`config.mk`:
```
export PLATFORM = sky130hd
export DESIGN_NAME = index_entry_stream_parser_top_flat
export DESIGN_NICKNAME = d
export VERILOG_FILES = /design/src/rtl/iesp_pkg.sv /design/src/rtl/iesp_ifs.sv /design/src/rtl/index_entry_stream_parser_top.sv /design/src/rtl/iesp_in_reg.sv /design/src/rtl/iesp_decoder.sv /design/src/rtl/iesp_out_reg.sv /design/src/flat_wrapper.sv
export VERILOG_INCLUDE_DIRS = /design/src /design/src/rtl
export SDC_FILE = /design/constraint.sdc
export NUM_CORES = 1
export LEC_CHECK = 0
export BUFFER_PORTS_ARGS = -buffer_cell sky130_fd_sc_hd__buf_4
export CAP_MARGIN = 0
export CORE_UTILIZATION = 30
export CTS_CLUSTER_SIZE = 14
export DETAILED_ROUTE_END_ITERATION = 10
export PLACE_DENSITY = 0.58
export SYNTH_ARGS = -nofsm -noshare
export SYNTH_HDL_FRONTEND = slang
export SYNTH_SLANG_ARGS = --single-unit
```
`constraint.sdc`:
```
create_clock -name clk -period 12.39 [get_ports clk]
set_input_delay 3.717 -clock clk [delete_from_list [all_inputs] [get_ports clk]]
set_output_delay 3.717 -clock clk [all_outputs]
set_load 0.05 [all_outputs]
```
`src/rtl/assert_macros.svh`:
```
// assertion macros shared by iesp_decoder and iesp_out_reg
`ifndef ASSERT_MACROS_SVH
`define ASSERT_MACROS_SVH

// same-cycle implication, sampled on clk, off while rst_n is low
`define ASSERT_HOLDS(lbl, ante, cons, msg) \
  lbl: assert property (@(posedge clk) disable iff (!rst_n) (ante) |-> (cons)) \
    else $error(msg);

// next-cycle implication, sampled on clk, off while rst_n is low
`define ASSERT_NEXT(lbl, ante, cons, msg) \
  lbl: assert property (@(posedge clk) disable iff (!rst_n) (ante) |=> (cons)) \
    else $error(msg);

`endif

```
`src/rtl/iesp_pkg.sv`:
```
// shared widths, codes and types of the index entry stream parser
package iesp_pkg;

  localparam int BYTE_W  = 8;
  localparam int KIND_W  = 5;
  localparam int WORD_W  = 32;
  localparam int MTYPE_W = 4;
  localparam int PERMS_W = 9;
  localparam int STAGE_W = 2;
  localparam int NLEN_W  = 12;
  localparam int ECODE_W = 3;

  // result kinds
  localparam logic [KIND_W-1:0] K_VERSION = 5'd0;
  localparam logic [KIND_W-1:0] K_COUNT   = 5'd1;
  localparam logic [KIND_W-1:0] K_FLAGS   = 5'd17;
  localparam logic [KIND_W-1:0] K_NAME    = 5'd18;
  localparam logic [KIND_W-1:0] K_END     = 5'd19;
  localparam logic [KIND_W-1:0] K_ERROR   = 5'd20;

  // error codes
  localparam logic [ECODE_W-1:0] E_NONE       = 3'd0;
  localparam logic [ECODE_W-1:0] E_SIGNATURE  = 3'd1;
  localparam logic [ECODE_W-1:0] E_UNUSED     = 3'd2;
  localparam logic [ECODE_W-1:0] E_MODE_TYPE  = 3'd3;
  localparam logic [ECODE_W-1:0] E_EXTENDED   = 3'd4;
  localparam logic [ECODE_W-1:0] E_LONG_NAME  = 3'd5;

  localparam logic [WORD_W-1:0]  SIG_WORD    = 32'h4449_5243;  // "DIRC"
  localparam logic [MTYPE_W-1:0] MT_REGULAR  = 4'b1000;
  localparam logic [MTYPE_W-1:0] MT_SYMLINK  = 4'b1010;
  localparam logic [MTYPE_W-1:0] MT_GITLINK  = 4'b1110;
  localparam logic [15:0]        FL_ASSUME   = 16'b1000_0000_0000_0000;
  localparam logic [15:0]        FL_EXTENDED = 16'b0100_0000_0000_0000;
  localparam logic [NLEN_W-1:0]  NAME_MAX    = 12'hFFF;
  localparam logic [2:0]         FIXED_MOD8  = 3'd6;  // 62-byte fixed part mod 8

  typedef struct packed {
    logic [BYTE_W-1:0] data_byte;
    logic              frame_start;
  } in_item_t;

  typedef struct packed {
    logic [KIND_W-1:0]  kind;
    logic [WORD_W-1:0]  value;
    logic [WORD_W-1:0]  entry_number;
    logic [MTYPE_W-1:0] file_type;
    logic [PERMS_W-1:0] perm_bits;
    logic               assume_valid;
    logic [STAGE_W-1:0] stage;
    logic [NLEN_W-1:0]  name_len;
    logic [ECODE_W-1:0] error_code;
    logic               last;
  } res_t;

endpackage

```
`src/rtl/iesp_ifs.sv`:
```
// valid/ready channel interfaces for input bytes and parse results

interface iesp_in_if;
  import iesp_pkg::*;
  logic              valid;
  logic              ready;
  logic [BYTE_W-1:0] data_byte;
  logic              frame_start;
  modport source (output valid, data_byte, frame_start, input ready);
  modport sink (input valid, data_byte, frame_start, output ready);
endinterface

interface iesp_out_if;
  import iesp_pkg::*;
  logic               valid;
  logic               ready;
  logic [KIND_W-1:0]  kind;
  logic [WORD_W-1:0]  value;
  logic [WORD_W-1:0]  entry_number;
  logic [MTYPE_W-1:0] file_type;
  logic [PERMS_W-1:0] perm_bits;
  logic               assume_valid;
  logic [STAGE_W-1:0] stage;
  logic [NLEN_W-1:0]  name_len;
  logic [ECODE_W-1:0] error_code;
  logic               last;
  modport source (output valid, kind, value, entry_number, file_type, perm_bits,
                  assume_valid, stage, name_len, error_code, last, input ready);
  modport sink (input valid, kind, value, entry_number, file_type, perm_bits,
                assume_valid, stage, name_len, error_code, last, output ready);
endinterface

```
`src/rtl/index_entry_stream_parser_top.sv`:
```
// top level of the index entry stream parser
// usage:
//   in_chan  - valid/ready byte stream of an index file; frame_start marks the
//              first byte of a file and restarts the parse with that byte
//   out_chan - valid/ready stream of results: version, count, each entry word,
//              flags, name bytes, an entry end, or a sticky error
//   a transfer happens on a rising clk edge with valid and ready both high
// path: a byte that completes a field is held in the input register, decoded
//   and loaded into the result register, which drives its result on out_chan
// throughput: one byte per cycle while out_chan does not stall, set by the single
//   decode step between the input register and the result register; bytes that
//   finish no field (partial words, padding, ignored tail) give no result
// reset: rst_n low on a clock edge empties both registers and parks the parser;
//   bytes are ignored until a frame start
// stall: while out_chan.ready is low a waiting result holds and the input
//   register keeps one more byte, after which in_chan.ready drops
module index_entry_stream_parser_top (
  input  logic        clk,
  input  logic        rst_n,
  iesp_in_if.sink     in_chan,
  iesp_out_if.source  out_chan
);
  import iesp_pkg::*;

  logic     item_valid;
  in_item_t item;
  logic     advance;
  logic     step;
  logic     res_valid;
  res_t     res;

  // the held byte moves on whenever the result register can take its outcome
  assign step = item_valid && advance;

  iesp_in_reg u_in_reg (
    .clk        (clk),
    .rst_n      (rst_n),
    .in_chan    (in_chan),
    .advance    (advance),
    .item_valid (item_valid),
    .item       (item)
  );

  iesp_decoder u_decoder (
    .clk       (clk),
    .rst_n     (rst_n),
    .step      (step),
    .item      (item),
    .res_valid (res_valid),
    .res       (res)
  );

  iesp_out_reg u_out_reg (
    .clk       (clk),
    .rst_n     (rst_n),
    .load      (step),
    .res_valid (res_valid),
    .res       (res),
    .advance   (advance),
    .out_chan  (out_chan)
  );
endmodule

```
`src/rtl/iesp_in_reg.sv`:
```
// input register stage holding one accepted byte
module iesp_in_reg (
  input  logic               clk,
  input  logic               rst_n,
  iesp_in_if.sink            in_chan,
  input  logic               advance,
  output logic               item_valid,
  output iesp_pkg::in_item_t item
);
  import iesp_pkg::*;

  logic     valid_r, valid_nxt;
  in_item_t item_r;
  logic     accept;

  assign in_chan.ready = !valid_r || advance;
  assign accept        = in_chan.valid && in_chan.ready;

  always_comb begin
    valid_nxt = valid_r;
    if (accept) begin
      valid_nxt = 1'b1;
    end else if (advance) begin
      valid_nxt = 1'b0;
    end
  end

  always_ff @(posedge clk) begin
    if (!rst_n) begin
      valid_r <= 1'b0;
    end else begin
      valid_r <= valid_nxt;
    end
  end

  always_ff @(posedge clk) begin
    if (accept) begin
      item_r.data_byte   <= in_chan.data_byte;
      item_r.frame_start <= in_chan.frame_start;
    end
  end

  assign item_valid = valid_r;
  assign item       = item_r;
endmodule

```
`src/rtl/iesp_decoder.sv`:
```
// parse state machine: one byte in, at most one result out per step
`include "assert_macros.svh"
module iesp_decoder (
  input  logic               clk,
  input  logic               rst_n,
  input  logic               step,
  input  iesp_pkg::in_item_t item,
  output logic               res_valid,
  output iesp_pkg::res_t     res
);
  import iesp_pkg::*;

  localparam int PHASE_W = 5;
  localparam logic [PHASE_W-1:0] PH_IDLE  = 5'd0;
  localparam logic [PHASE_W-1:0] PH_SIG   = 5'd1;
  localparam logic [PHASE_W-1:0] PH_VER   = 5'd2;
  localparam logic [PHASE_W-1:0] PH_CNT   = 5'd3;
  localparam logic [PHASE_W-1:0] PH_FIRST = 5'd4;
  localparam logic [PHASE_W-1:0] PH_MODE  = 5'd10;
  localparam logic [PHASE_W-1:0] PH_FLAGS = 5'd19;
  localparam logic [PHASE_W-1:0] PH_NAME  = 5'd20;
  localparam logic [PHASE_W-1:0] PH_PAD   = 5'd21;
  localparam logic [PHASE_W-1:0] PH_DONE  = 5'd22;
  localparam logic [PHASE_W-1:0] KIND_OFS = 5'd2;  // entry word kind = phase - 2

  logic [PHASE_W-1:0] phase_r, phase_nxt, phase_e;
  logic [1:0]         bif_r, bif_nxt, bif_e;
  logic [23:0]        acc_r, acc_nxt, acc_e;
  logic [WORD_W-1:0]  left_r, left_nxt, left_e;
  logic [WORD_W-1:0]  idx_r, idx_nxt, idx_e;
  logic [NLEN_W-1:0]  name_r, name_nxt, name_e;
  logic [3:0]         pad_r, pad_nxt, pad_e;

  logic [WORD_W-1:0]  word;
  logic [MTYPE_W-1:0] mtype;
  logic [NLEN_W-1:0]  len;
  logic [2:0]         pad_mod;
  logic               full;
  logic               err;
  logic [ECODE_W-1:0] err_code;

  always_comb begin
    // a frame start restarts the parse before the byte is used
    phase_e = phase_r;
    bif_e   = bif_r;
    acc_e   = acc_r;
    left_e  = left_r;
    idx_e   = idx_r;
    name_e  = name_r;
    pad_e   = pad_r;
    if (item.frame_start) begin
      phase_e = PH_SIG;
      bif_e   = '0;
      acc_e   = '0;
      left_e  = '0;
      idx_e   = '0;
      name_e  = '0;
      pad_e   = '0;
    end

    phase_nxt = phase_e;
    bif_nxt   = bif_e;
    acc_nxt   = acc_e;
    left_nxt  = left_e;
    idx_nxt   = idx_e;
    name_nxt  = name_e;
    pad_nxt   = pad_e;
    res       = '0;
    res_valid = 1'b0;
    err       = 1'b0;
    err_code  = E_NONE;

    word    = {acc_e, item.data_byte};
    mtype   = word[15:12];
    len     = word[NLEN_W-1:0];
    pad_mod = FIXED_MOD8 + len[2:0];
    full    = (phase_e == PH_FLAGS) ? (bif_e == 2'd1) : (bif_e == 2'd3);

    case (phase_e)
      PH_IDLE, PH_DONE: begin
      end
      PH_NAME: begin
        res_valid          = 1'b1;
        res.kind           = K_NAME;
        res.value          = {{(WORD_W-BYTE_W){1'b0}}, item.data_byte};
        res.entry_number   = idx_e;
        name_nxt           = name_e - 12'd1;
        if (name_e == 12'd1) begin
          phase_nxt = PH_PAD;
        end
      end
      PH_PAD: begin
        pad_nxt = pad_e - 4'd1;
        if (pad_e == 4'd1) begin
          res_valid        = 1'b1;
          res.kind         = K_END;
          res.entry_number = idx_e;
          idx_nxt          = idx_e + 32'd1;
          left_nxt         = left_e - 32'd1;
          if (left_e == 32'd1) begin
            res.last  = 1'b1;
            phase_nxt = PH_DONE;
          end else begin
            phase_nxt = PH_FIRST;
          end
        end
      end
      default: begin
        if (phase_e > PH_FLAGS) begin
          phase_nxt = PH_DONE;
        end else if (!full) begin
          bif_nxt = bif_e + 2'd1;
          acc_nxt = word[23:0];
        end else begin
          bif_nxt = '0;
          acc_nxt = '0;
          case (phase_e)
            PH_SIG: begin
              if (word != SIG_WORD) begin
                err      = 1'b1;
                err_code = E_SIGNATURE;
              end else begin
                phase_nxt = PH_VER;
              end
            end
            PH_VER: begin
              res_valid = 1'b1;
              res.kind  = K_VERSION;
              res.value = word;
              phase_nxt = PH_CNT;
            end
            PH_CNT: begin
              res_valid = 1'b1;
              res.kind  = K_COUNT;
              res.value = word;
              left_nxt  = word;
              if (word == '0) begin
                res.last  = 1'b1;
                phase_nxt = PH_DONE;
              end else begin
                phase_nxt = PH_FIRST;
              end
            end
            PH_MODE: begin
              if (word[31:16] != 16'd0) begin
                err      = 1'b1;
                err_code = E_UNUSED;
              end else if (mtype != MT_REGULAR && mtype != MT_SYMLINK &&
                           mtype != MT_GITLINK) begin
                err      = 1'b1;
                err_code = E_MODE_TYPE;
              end else begin
                res_valid        = 1'b1;
                res.kind         = phase_e - KIND_OFS;
                res.value        = word;
                res.entry_number = idx_e;
                res.file_type    = mtype;
                res.perm_bits    = word[PERMS_W-1:0];
                phase_nxt        = phase_e + 5'd1;
              end
            end
            PH_FLAGS: begin
              if ((word[15:0] & FL_EXTENDED) != 16'd0) begin
                err      = 1'b1;
                err_code = E_EXTENDED;
              end else if (len == NAME_MAX) begin
                err      = 1'b1;
                err_code = E_LONG_NAME;
              end else begin
                res_valid        = 1'b1;
                res.kind         = K_FLAGS;
                res.value        = {16'd0, word[15:0]};
                res.entry_number = idx_e;
                res.assume_valid = (word[15:0] & FL_ASSUME) != 16'd0;
                res.stage        = word[13:12];
                res.name_len     = len;
                name_nxt         = len;
                pad_nxt          = 4'd8 - {1'b0, pad_mod};
                phase_nxt        = (len != '0) ? PH_NAME : PH_PAD;
              end
            end
            default: begin
              res_valid        = 1'b1;
              res.kind         = phase_e - KIND_OFS;
              res.value        = word;
              res.entry_number = idx_e;
              phase_nxt        = phase_e + 5'd1;
            end
          endcase
        end
      end
    endcase

    // errors are sticky until the next frame start
    if (err) begin
      res_valid        = 1'b1;
      res              = '0;
      res.kind         = K_ERROR;
      res.entry_number = idx_e;
      res.error_code   = err_code;
      res.last         = 1'b1;
      phase_nxt        = PH_DONE;
    end
  end

  always_ff @(posedge clk) begin
    if (!rst_n) begin
      phase_r <= PH_IDLE;
      bif_r   <= '0;
      acc_r   <= '0;
      left_r  <= '0;
      idx_r   <= '0;
      name_r  <= '0;
      pad_r   <= '0;
    end else if (step) begin
      phase_r <= phase_nxt;
      bif_r   <= bif_nxt;
      acc_r   <= acc_nxt;
      left_r  <= left_nxt;
      idx_r   <= idx_nxt;
      name_r  <= name_nxt;
      pad_r   <= pad_nxt;
    end
  end

  `ASSERT_HOLDS(a_name_nonzero, phase_r == PH_NAME, name_r != '0, "name phase with no bytes left")
  `ASSERT_HOLDS(a_pad_nonzero, phase_r == PH_PAD, pad_r != '0, "pad phase with no bytes left")
  `ASSERT_HOLDS(a_flags_short, phase_r == PH_FLAGS, bif_r <= 2'd1, "flags field overran two bytes")
  `ASSERT_NEXT(a_done_stays, step && !item.frame_start && phase_r == PH_DONE, phase_r == PH_DONE, "left done without frame start")
endmodule

```
`src/rtl/iesp_out_reg.sv`:
```
// result register driving the output channel
`include "assert_macros.svh"
module iesp_out_reg (
  input  logic           clk,
  input  logic           rst_n,
  input  logic           load,
  input  logic           res_valid,
  input  iesp_pkg::res_t res,
  output logic           advance,
  iesp_out_if.source     out_chan
);
  import iesp_pkg::*;

  logic valid_r, valid_nxt;
  res_t res_r;

  assign advance = !valid_r || out_chan.ready;

  always_comb begin
    valid_nxt = valid_r;
    if (load) begin
      valid_nxt = res_valid;
    end else if (out_chan.ready) begin
      valid_nxt = 1'b0;
    end
  end

  always_ff @(posedge clk) begin
    if (!rst_n) begin
      valid_r <= 1'b0;
    end else begin
      valid_r <= valid_nxt;
    end
  end

  always_ff @(posedge clk) begin
    if (load && res_valid) begin
      res_r <= res;
    end
  end

  assign out_chan.valid        = valid_r;
  assign out_chan.kind         = res_r.kind;
  assign out_chan.value        = res_r.value;
  assign out_chan.entry_number = res_r.entry_number;
  assign out_chan.file_type    = res_r.file_type;
  assign out_chan.perm_bits    = res_r.perm_bits;
  assign out_chan.assume_valid = res_r.assume_valid;
  assign out_chan.stage        = res_r.stage;
  assign out_chan.name_len     = res_r.name_len;
  assign out_chan.error_code   = res_r.error_code;
  assign out_chan.last         = res_r.last;

  `ASSERT_HOLDS(a_err_last, valid_r && res_r.kind == K_ERROR, res_r.last && res_r.error_code != E_NONE, "error result without last or code")
endmodule
```
`src/flat_wrapper.sv`:
```
// flat-port wrapper written by rule: the top's interface ports become plain ports
module index_entry_stream_parser_top_flat import iesp_pkg::*;
  (clk, rst_n, in_chan_valid, in_chan_data_byte, in_chan_frame_start, in_chan_ready, out_chan_valid, out_chan_kind, out_chan_value, out_chan_entry_number, out_chan_file_type, out_chan_perm_bits, out_chan_assume_valid, out_chan_stage, out_chan_name_len, out_chan_error_code, out_chan_last, out_chan_ready);
  iesp_in_if in_chan_i ();
  iesp_out_if out_chan_i ();
  input  logic clk;
  input  logic rst_n;
  input wire logic [$bits(in_chan_i.valid)-1:0] in_chan_valid;
  input wire logic [$bits(in_chan_i.data_byte)-1:0] in_chan_data_byte;
  input wire logic [$bits(in_chan_i.frame_start)-1:0] in_chan_frame_start;
  output wire logic [$bits(in_chan_i.ready)-1:0] in_chan_ready;
  output wire logic [$bits(out_chan_i.valid)-1:0] out_chan_valid;
  output wire logic [$bits(out_chan_i.kind)-1:0] out_chan_kind;
  output wire logic [$bits(out_chan_i.value)-1:0] out_chan_value;
  output wire logic [$bits(out_chan_i.entry_number)-1:0] out_chan_entry_number;
  output wire logic [$bits(out_chan_i.file_type)-1:0] out_chan_file_type;
  output wire logic [$bits(out_chan_i.perm_bits)-1:0] out_chan_perm_bits;
  output wire logic [$bits(out_chan_i.assume_valid)-1:0] out_chan_assume_valid;
  output wire logic [$bits(out_chan_i.stage)-1:0] out_chan_stage;
  output wire logic [$bits(out_chan_i.name_len)-1:0] out_chan_name_len;
  output wire logic [$bits(out_chan_i.error_code)-1:0] out_chan_error_code;
  output wire logic [$bits(out_chan_i.last)-1:0] out_chan_last;
  input wire logic [$bits(out_chan_i.ready)-1:0] out_chan_ready;
  assign in_chan_i.valid = in_chan_valid;
  assign in_chan_i.data_byte = in_chan_data_byte;
  assign in_chan_i.frame_start = in_chan_frame_start;
  assign in_chan_ready = in_chan_i.ready;
  assign out_chan_valid = out_chan_i.valid;
  assign out_chan_kind = out_chan_i.kind;
  assign out_chan_value = out_chan_i.value;
  assign out_chan_entry_number = out_chan_i.entry_number;
  assign out_chan_file_type = out_chan_i.file_type;
  assign out_chan_perm_bits = out_chan_i.perm_bits;
  assign out_chan_assume_valid = out_chan_i.assume_valid;
  assign out_chan_stage = out_chan_i.stage;
  assign out_chan_name_len = out_chan_i.name_len;
  assign out_chan_error_code = out_chan_i.error_code;
  assign out_chan_last = out_chan_i.last;
  assign out_chan_i.ready = out_chan_ready;
  index_entry_stream_parser_top u_core (.clk(clk), .rst_n(rst_n), .in_chan(in_chan_i), .out_chan(out_chan_i));
endmodule
```
* After elaboration in Yosys (flattened, before gate mapping)
Cells that the tools add are included.
** Word-level totals
- Input bits :: 13
- Register bits after elaboration :: 223
- Logic and storage cells :: 182
** Operators by class
- Mux-type cells :: 106
- Bitwise operators :: 4
- Order comparisons :: 1
- Equal/unequal tests :: 18
- Add/sub/neg operators :: 9
- Reduce and logical (&&, ||, !) cells :: 23
** Operators with widths (count)
- $mux W32 :: 9
- $mux W97 :: 2
- $pmux W32 S3 :: 2
- $pmux W37 S5 :: 1
- $mux W82 :: 2
- $mux W69 :: 2
- $pmux W32 S2 :: 2
- $mux W24 :: 4
- $mux W12 :: 6
- $mux W5 :: 14
- $mux W64 :: 1
- $mux W15 :: 3
- $add A32 B1 Y32 const B :: 1
- $eq A32 B1 Y1 const B :: 1
- $logic_not A32 Y1 :: 1
- $ne A32 B31 Y1 const B :: 1
- $sub A32 B1 Y32 const B :: 1
- $pmux W5 S3 :: 2
- $mux W1 :: 29
- $mux W28 :: 1
- $pmux W5 S5 :: 1
- $mux W4 :: 6
- $pmux W12 S2 :: 1
- $eq A5 B5 Y1 const B :: 4
- other kinds (37) :: 64

* Longest topological paths before layout
- Depth in word-level cells :: 12
- Gate-level depth with buffers :: 16
- Gate-level depth less buffers :: 11

* Cells and area by module
Synthesis repeated with hierarchy kept, for this count alone.
** Second synthesis, totals
- Cell total of the unflattened synthesis :: 1269
- Area total of the unflattened synthesis :: 11661.2 um^2
** Modules (own cells, without submodules)
- iesp_decoder :: area an instance 8242.9 um^2, times used 1, cells an instance 1148
- iesp_out_reg :: area an instance 3084.2 um^2, times used 1, cells an instance 106
- iesp_in_reg :: area an instance 327.8 um^2, times used 1, cells an instance 14
- index_entry_stream_parser_top :: area an instance 6.3 um^2, times used 1, cells an instance 1

* Least setup slack after synthesis
OpenSTA, ideal clock, no wires.
- Kind :: input port to flip-flop
- Start point :: input port out_chan_ready
- End point :: register u_core.u_out_reg.res_r (netlist bit u_core.u_out_reg.out_chan.assume_valid) (enable)
- Setup time :: 0.594 ns
- Arrival :: 9.245 ns
- Required time :: 11.796 ns
- Stages :: 5
- Path buffers :: 2
- Slack :: 2.551 ns
- Cells stage by stage :: nand2b_1 nand2_1 clkbuf_1 clkbuf_1 a21oi_1
** On the way
- Cells in the longest elaborated chain, start to end :: 3
** Ends and longest elaborated chain
- start: declaration :: line flat_wrapper.sv:23 : input wire logic [$bits(out_chan_i.ready)-1:0] out_chan_ready;
- $logic_or A1 B1 Y1 :: line iesp_out_reg.sv:17 : assign advance = !valid_r || out_chan.ready;
- $logic_and A1 B1 Y1 :: line index_entry_stream_parser_top.sv:33 : assign step = item_valid && advance;
- $logic_and A1 B1 Y1 :: line iesp_out_reg.sv:37 : if (load && res_valid) begin
- end signal: assignment :: line iesp_out_reg.sv:38 : res_r <= res;
- end: declaration :: line iesp_out_reg.sv:15 : res_t res_r;
No other way between the ends.
A chain may end at the register's enable or synchronous reset.

* Final worst setup path
- Start point :: input port out_chan_ready
- End point :: output port in_chan_ready
** On the way
- Cells in the longest elaborated chain, start to end :: 2
** Ends and longest elaborated chain
- $logic_or A1 B1 Y1 :: line iesp_out_reg.sv:17
- $logic_or A1 B1 Y1 :: line iesp_in_reg.sv:16 : assign in_chan.ready = !valid_r || advance;
- end: declaration :: line flat_wrapper.sv:11 : output wire logic [$bits(in_chan_i.ready)-1:0] in_chan_ready;
No other way between the ends.

==> reports/results.ini <==
[setup_path]
critPathCaptureType=primary output
cpMaxStageDelayCell=nor2b_1
crit_top_cell=buf_4
reg2reg_slack_ns=6.73
worstSetupPathType=in2out
path_buf_inv=2
crit_path_start_kind=input port
crit_path_cell_trace=buf_4 > nor2b_1 > nand2_1 > buf_4
critPathTopFamily=simple AND/OR/NAND/NOR gates
slowest_delay_ns=0.22
arrival_ns=4.36
cp.required_ns=8.67
cp_max_fo=4

[synthesis]
syn_area_per_cell_um2=9.024
ys_async_sr_fraction=0
synth_ff_type=dfxtp_1
yosysMostFrequentCell=nor2_1
synth_top_cell_by_area=edfxtp_1
synth_commonest_cells=nor2_1 (139), nand2_1 (122), dfxtp_1 (113)
yosysTopAreaCellShare=0.2786
ys_types=87
synth_top_family_by_area=simple AND/OR/NAND/NOR gates
synth_compound_area_frac=0.2025
synth.area.top_cells=edfxtp_1 (28%), dfxtp_1 (19%), nor2_1 (4.4%)
seq_area_frac_synth=0.4693
synth-edff-count=110
synthAdderAreaFrac=0.02110
synthXorXnorAreaFrac=0.01994
syn_nets=1347
yosys_warnings=0
synth-simple-area-share=0.2393
netlist_instances=1314
syn_area_um2=11860
synth.area.mux_share=0.008969
ys_ff_latch=223

[route]
routed_via_density=5.495
drtIter0Drc=930
via_count=10570
wl_um=37970
drcViolationCount=0
dr.pass1.iters=5
ant_nets=0
wl_per_cell_um=19.74

[layout]
fill_cells=3920
area_growth_pct=18.12
fin_cells=1924
drive_above_1_share=0.1486
nets=1421
antenna_cells=0

[outcome]
outcome=finished, final reports clean

[power_and_ir_drop]
sw_frac_of_total=0.2535
ir_worst_vdd_mv=0.07515
p_sw_uw=438.0
power.leakage_nw=4.708
p_clk_frac=0.451
power.share.sequential=0.460
pwr-share-comb=0.089
internal_power_mw=1.290
p_per_area_nw_per_um2=123.3

[timing]
setup_viol=0
clock_skew_ns=0.02652
rsz0062_at_grt=false
layout_setup_ws_ns=4.318
max_freq_mhz=123.9
fin_setup_tns_ns=0
period_share=0.6515
period_minus_slack_ns=8.072
worstMarginPinSlew_ns=1.152
final-hold-violation-count=0
slew_violations=0
slew_headroom=0.2320
timing.hold.ws_ns=0.4894

[clocking]
clk_latency_ns=0.55
ctsResizeCount=0
clk_pin_slew_ns=0.06
cts_tree=built
clockBufferDepth=3
cts-buffers-inserted=24
cts.sinks=223
cts-root-buf=clkbuf_16
htree_levels=1
hold_buffers=0
cts_setup_buffers=0

[grt]
grt_use_total=0.1821
antenna_found_initial=0
grt_max_degree=70
met3_usage=0.02321
met1_usage=0.2355
grt_pass1_wl_um=58270
busiest_layer=met2
grt_overflow_total=0
gr-usage-met2=0.3037
first_global_vias=10150

[floorplanning]
num_io_pins=116
die_width_um=200.8
row_count=72
start_util=0.3054
die_h_um=200.8
core-area_um2=38830
die_area_um2=40320

[placement]
place_inst=1880
gp_congestion=0.9129
port_buffers=115
hpwl_um=25650
pre_cts_slack_ns=4.323

[min_path]
hold_path.class=reg2reg

[job]
max-cap-violations=0

## cell usage in the layout, fill, tap and decap left out, drive strengths merged, types with 5 or more instances in the layout
cell,count
edfxtp,110
a21oi,96
a221oi,8
o211ai,10
and3,9
a31oi,21
a21o,9
o221ai,11
a211oi,8
mux2i,8
nand4,21
dfxtp,113
o22ai,7
a32oi,6
a22oi,27
o21ai,104
nor2,141
o211a,5
clkbuf,28
xor2,12
buf,133
nor3,44
inv,26
nand2b,11
ha,20
nand3b,5
nand2,122
nor2b,50
nor4,16
xnor2,15
or3,7
and2,48
nand3,44
nor3b,10
bufinv,5
clkinv,6
o32ai,5
o31ai,8
## power by group through the flow
stage | combinational [mW] | clock, mW | sequential [mW]
4_1_cts | 0.151 | 0.799 | 0.794
5_1_grt | 0.166 | 0.825 | 0.795
3_5_place_dp | 0.150 | 0 | 0.810
3_3_place_gp | 0.149 | 0 | 0.810
6_report | 0.153 | 0.780 | 0.794
2_1_floorplan | 0.107 | 0 | 0.802
## per-stage QoR
stage	instance area, µm²	total power, mW	util
after global placement	13160	0.9594	0.3388
after floorplan	11860	0.9088	-
after CTS	14010	1.744	0.3607
after global routing	14010	1.786	0.3607
after detailed placement	13160	0.9599	0.3388
final	14010	1.728	0.3607
## metal layers
| metal | up-vias | share of wire |
|---|---|---|
| li1 | 4980 | - |
| met1 | 5162 | 0.44 |
| met2 | 350 | 0.47 |
| met3 | 81 | 0.054 |
| met4 | 0 | 0.039 |
| met5 | - | 0 |
## tightest hold or removal path: stages, from the launching register on
cell and delay (ns):
dfxtp_1 0.33, nand2_1 0.06, a21oi_1 0.05
## area by class of cell
cell class	count	area, µm²	share of cell area
multi-input cells	981	5851	0.4177
flip-flops and latches	223	5565	0.3974
repair buffers	133	998.5	0.07129
well taps	518	648.1	0.04627
clock buffers	28	625.6	0.04467
clock inverters	16	224.0	0.01599
inverters	25	93.84	0.006700
## path summary, 6_finish.rpt
kind	startpoint	end	cells after the start
max	out_chan_ready	in_chan_ready	4
min	u_core.u_decoder.left_r[29]$_SDFFE_PN0P_	u_core.u_decoder.left_r[29]$_SDFFE_PN0P_	2
max reg2reg	u_core.u_in_reg.item[0]$_DFFE_PP_	u_core.u_out_reg.out_chan.name_len[8]$_SDFFCE_PP0P_	10
min reg2reg	u_core.u_decoder.left_r[29]$_SDFFE_PN0P_	u_core.u_decoder.left_r[29]$_SDFFE_PN0P_	2
## registers in the layout, indices dropped and copies added, names as in the netlist, 9 cells and up
name                                    cells
u_core.u_out_reg.out_chan.entry_number     32
u_core.u_out_reg.out_chan.perm_bits         9
u_core.u_out_reg.out_chan.name_len         12
u_core.u_out_reg.out_chan.value            32
u_core.u_decoder.acc_r                     24
u_core.u_decoder.name_r                    12
u_core.u_decoder.idx_r                     32
u_core.u_in_reg.item                        9
u_core.u_decoder.left_r                    32
## logic make-up after synthesis
| kind of cell | after synthesis |
|---|---|
| DFF | 223 |
| adders and majority gates | 20 |
| and+or+nand+nor | 551 |
| xor gates and xnor gates | 27 |
| AOI/OAI and AO/OA | 372 |
| muxes | 10 |
| other | 1 |
| buffers and inverters | 110 |
(Power assumes the default switching activity.)
